--- config.mk ---
export PLATFORM = sky130hd
export DESIGN_NAME = mvpm_ctrl
export DESIGN_NICKNAME = d
export VERILOG_FILES = /design/src/sv/mvpm_pkg.sv /design/src/sv/mvpm_ctrl.sv
export SDC_FILE = /design/constraint.sdc
export NUM_CORES = 1
export LEC_CHECK = 0
export BUFFER_PORTS_ARGS = -buffer_cell sky130_fd_sc_hd__buf_2
export CAP_MARGIN = 10
export CORE_AREA = 2 2 39 41
export DETAILED_ROUTE_END_ITERATION = 8
export DIE_AREA = 0 0 41 43
export PLACE_DENSITY_LB_ADDON = 0.2
export SLEW_MARGIN = 20
export SYNTH_ARGS = -nofsm -noshare
export SYNTH_HDL_FRONTEND = slang
export SYNTH_SLANG_ARGS = --single-unit
--- constraint.sdc ---
create_clock -name clk -period 1.3 [get_ports clk]
set_input_delay 0.065 -clock clk [delete_from_list [all_inputs] [get_ports clk]]
set_output_delay 0.065 -clock clk [all_outputs]
set_load 0.05 [all_outputs]
--- src/sv/mvpm_pkg.sv ---
package mvpm_pkg;

    localparam int POS_W  = 17;
    localparam int PROD_W = 26;

    localparam logic [2:0] OP_TICK       = 3'd0;
    localparam logic [2:0] OP_WRITE      = 3'd1;
    localparam logic [2:0] OP_START_ONCE = 3'd2;
    localparam logic [2:0] OP_START_LOOP = 3'd3;
    localparam logic [2:0] OP_STOP       = 3'd4;
    localparam logic [2:0] OP_SET_VOLUME = 3'd5;

    localparam logic [POS_W-1:0] MAX_LENGTH = 17'h10000;
    localparam logic [15:0]      UNITY_GAIN = 16'd256;
    localparam logic [7:0]       MID_LEVEL  = 8'd128;
    localparam logic [7:0]       MAX_LEVEL  = 8'd255;

    typedef struct packed {
        logic [2:0]  operation;
        logic [15:0] address;
        logic [7:0]  sample_byte;
        logic [16:0] length;
        logic [16:0] loop_offset;
        logic [2:0]  voice;
        logic [15:0] voice_gain;
        logic [7:0]  stream_sample;
    } in_item_t;

    typedef struct packed {
        logic [7:0] mixed_sample;
        logic [2:0] voice_taken;
        logic       no_free_voice;
    } out_item_t;

    typedef struct packed {
        logic capture;
        logic exec_op;
        logic scan_step;
        logic issue_write;
        logic load_result;
    } mvpm_cmd_t;

    typedef struct packed {
        logic scan_last;
    } mvpm_status_t;

endpackage

--- src/sv/mvpm_ctrl.sv ---
module mvpm_ctrl
    import mvpm_pkg::*;
(
    input  logic         clk,
    input  logic         rst_n,
    input  logic         in_valid,
    input  logic [2:0]   op,
    input  logic         out_ready,
    input  mvpm_status_t status,
    output logic         in_ready,
    output logic         out_valid,
    output mvpm_cmd_t    cmd
);

    localparam logic [2:0] ST_IDLE   = 3'd0;
    localparam logic [2:0] ST_EXEC   = 3'd1;
    localparam logic [2:0] ST_SCAN   = 3'd2;
    localparam logic [2:0] ST_WRITE  = 3'd3;
    localparam logic [2:0] ST_DRAIN  = 3'd4;
    localparam logic [2:0] ST_RESULT = 3'd5;

    localparam logic [2:0] DRAIN_LAST = 3'd4;

    logic [2:0] state_reg;
    logic [2:0] state_next;
    logic [2:0] drain_cnt_reg;
    logic       out_valid_reg;
    logic       accept;
    logic       slot_free;

    assign in_ready  = (state_reg == ST_IDLE);
    assign out_valid = out_valid_reg;
    assign accept    = in_valid && in_ready;
    assign slot_free = !out_valid_reg || out_ready;

    always_comb
    begin
        cmd             = '0;
        cmd.capture     = accept;
        cmd.exec_op     = (state_reg == ST_EXEC);
        cmd.scan_step   = (state_reg == ST_SCAN);
        cmd.issue_write = (state_reg == ST_WRITE);
        cmd.load_result = (state_reg == ST_RESULT) && slot_free;
    end

    always_comb
    begin
        state_next = state_reg;
        unique case (state_reg)
            ST_IDLE:
            begin
                if (accept)
                begin
                    priority if (op == OP_TICK)
                        state_next = ST_SCAN;
                    else if (op == OP_WRITE)
                        state_next = ST_WRITE;
                    else
                        state_next = ST_EXEC;
                end
            end
            ST_EXEC:
                state_next = ST_RESULT;
            ST_SCAN:
            begin
                if (status.scan_last)
                    state_next = ST_DRAIN;
            end
            ST_WRITE:
                state_next = ST_DRAIN;
            ST_DRAIN:
            begin
                if (drain_cnt_reg == DRAIN_LAST)
                    state_next = ST_RESULT;
            end
            ST_RESULT:
            begin
                if (slot_free)
                    state_next = ST_IDLE;
            end
            default:
                state_next = ST_IDLE;
        endcase
    end

    always_ff @(posedge clk or negedge rst_n)
    begin
        if (!rst_n)
        begin
            state_reg     <= ST_IDLE;
            drain_cnt_reg <= '0;
            out_valid_reg <= 1'b0;
        end
        else
        begin
            state_reg <= state_next;
            if (state_reg == ST_DRAIN)
                drain_cnt_reg <= drain_cnt_reg + 3'd1;
            else
                drain_cnt_reg <= '0;
            if (cmd.load_result)
                out_valid_reg <= 1'b1;
            else if (out_ready)
                out_valid_reg <= 1'b0;
        end
    end

endmodule

==> flow_summary.ini <==
[route]
routed_wl_um = 830
vias = 362
vias_per_cell = 4.58
ant_nets = 0
wl_per_cell_um = 10.5
drc = 0
drt_iter0_drc = 1
drt_pre_antenna_iters = 2

[worst_setup_path]
endpoint_kind = output port
cp.required_ps = 1240
cp.arrival_ps = 1200
r2r_cells = 3
start_kind = register
crit_start = state_reg[1]$_DFFE_PN0P_
path_class = reg -> out
reg2reg_from = state_reg[0]$_DFFE_PN0P_
path_max_fanout = 6

[clock_network]
cts_max_level = 1
clock_latency_ps = 250
clk_pin_slew_ps = 50
cts-root-buf = clkbuf_4
cts_tree = done
cts_buffers = 3
cts_sinks = 7
cts_buffer_depth = 2

[power_and_ir_drop]
power_frac_seq = 0.305
ir_worst_vdd_v = 0.000848
switching_share = 0.474
clkPwrFrac = 0.146
power.density_mw_per_mm2 = 2290
p_int_uw = 716
comb_power_share = 0.549
switching_power_uw = 645
power_leakage_uw = 0.000290
total_power_uw = 1360

[global_routing]
track_usage = 0.118
antenna_found_initial = 0
grt_overflow_total = 0
grt_pass1_wl_um = 1350
grt_pass1_vias = 319
grt_max_degree = 12

[sta]
max_slew.worst_pin.slew_ps = 361
max_slew_margin = 0.756
final_max_slew_viol_count = 0
hold_viol = 0
fmax_ghz = 0.789
setup_viol = 0
fin_crit_ps = 1270
period_share = 0.975
rsz0062_at_grt = true
worst_slack_ps = 32.4
whs_ps = 104
clock_skew_ps = 0.238

[die]
die_h_um = 43
die_area_mm2 = 0.00176
rows = 14
initial_core_util = 0.293
die_width_um = 41
coreArea_mm2 = 0.00138
ios = 15

[synth]
synth_seq_area_share = 0.432
synth_warnings = 0
syn_area_per_cell_um2 = 9.65
synth-seq-cells = 7
syn-cell-area_um2 = 405
syn_nets = 52
yosysUniqueCellTypes = 23
syn_inst = 42

[placed_design]
dp_worst_setup_slack_ps = 127
place.gp.congestion = 0.617
io_buffers = 14
hpwl_um = 555

[cells_and_area]
area_growth_pct = 46.3
final_nets = 74
utilization = 0.429
num_antenna_cells = 0
drive_gt1_frac = 0.556

[hold_path]
hp-class = in -> reg
hold_path_depth = 3
hold_start = out_ready

[job]
maxCapViolations = 0

[run_status]
status = complete, no violations
layer usage:
metal  vias to the layer above  wire [µm]  global-route usage
li1                        184          -                   -
met1                       165        338               0.144
met2                        10        417               0.163
met3                         3         55              0.0628
met4                         0         19              0.0600
met5                         -          0                   0
path summary, 6_finish.rpt:
path                                                   end  slack, ps
max in group asynchronous         state_reg[1]$_DFFE_PN0P_        950
worst max-delay path                                cmd[4]         30
min in group asynchronous            out_valid$_DFFE_PN0P_        170
worst max register to register  drain_cnt_reg[0]$_DFF_PN0_        120
worst min-delay path                 out_valid$_DFFE_PN0P_        100
worst min register to register  drain_cnt_reg[0]$_DFF_PN0_        450
cell usage in the layout (no fill, tap or decap), drive strengths merged, types with 2 or more instances in the layout:
| cell type | synthesis | routed |
|---|---|---|
| nor2 | 3 | 3 |
| nor3 | 3 | 3 |
| nand2 | 2 | 2 |
| clkbuf | 0 | 5 |
| buf | 4 | 19 |
| dfrtp | 7 | 7 |
| a211oi | 3 | 3 |
| nor3b | 2 | 2 |
| inv | 5 | 5 |
| and3 | 2 | 2 |
| ha | 2 | 2 |
critical path, stage by stage, from the launching register on:
cell and delay, ps:
dfrtp_2 440, nor3_2 190, and2_1 160, buf_6 160
through the flow:
step | std cells | cell area (µm²) | setup TNS [ps]
finish | 79 | 593 | 0
detailed placement | 69 | 489 | 0
CTS | 76 | 556 | -4.07
floorplan | 42 | 420 | -1050
global placement | 69 | 489 | 0
global route | 79 | 593 | -68.5
synth_stat cells:
| master | instances | area (µm²) |
|---|---|---|
| inv_1 | 4 | 15.0 |
| nor3_1 | 3 | 15.0 |
| buf_6 | 1 | 11.3 |
| nor2_2 | 1 | 6.26 |
| nand3b_1 | 1 | 7.51 |
| and2_1 | 1 | 6.26 |
| nand2b_1 | 1 | 6.26 |
| a211oi_1 | 3 | 22.5 |
| o311ai_0 | 1 | 8.76 |
| a31oi_1 | 1 | 6.26 |
| nor2_1 | 2 | 7.51 |
| buf_4 | 1 | 7.51 |
| nor3b_1 | 2 | 15.0 |
| inv_2 | 1 | 3.75 |
| xnor2_1 | 1 | 8.76 |
| ha_1 | 2 | 25.0 |
| dfrtp_1 | 7 | 175 |
| a21oi_1 | 1 | 5.00 |
| nand2_1 | 2 | 7.51 |
| buf_2 | 2 | 10.0 |
| or3_4 | 1 | 11.3 |
| and3_2 | 2 | 15.0 |
| nor4b_1 | 1 | 8.76 |
power groups by stage:
stage	Clock [µW]	Combinational, µW	Sequential [µW]
floorplan	0	575	395
global placement	0	660	420
detailed placement	0	652	421
CTS	207	692	426
global route	222	826	434
finish	198	748	415
kinds of logic after synthesis:
group                      synth area share
and+or+nand+nor                       0.262
buffers and inverters                 0.117
DFF                                   0.432
AOI/OAI and AO/OA                     0.105
adders and majority gates            0.0617
xor gates and xnor gates             0.0216
layout make-up:
class                   count  area (µm²)
multi-input cells          26         203
flip-flops and latches      7         179
clock buffers               4        26.3
well taps                  16        20.0
inverters                   5        18.8
fillers                   140         791
repair buffers             21         146
what timing repair did:
action / 4_1_cts / 5_1_grt
pin swaps: 1 / 0
hold buffers: 1 / 0
endpoints found under the hold margin: 7 / 0
gates resized for setup: 7 / 8
setup endpoints to repair: 6 / 4
buffers inserted: 2 / 3
No activity file was read; power rests on OpenSTA's default activity.
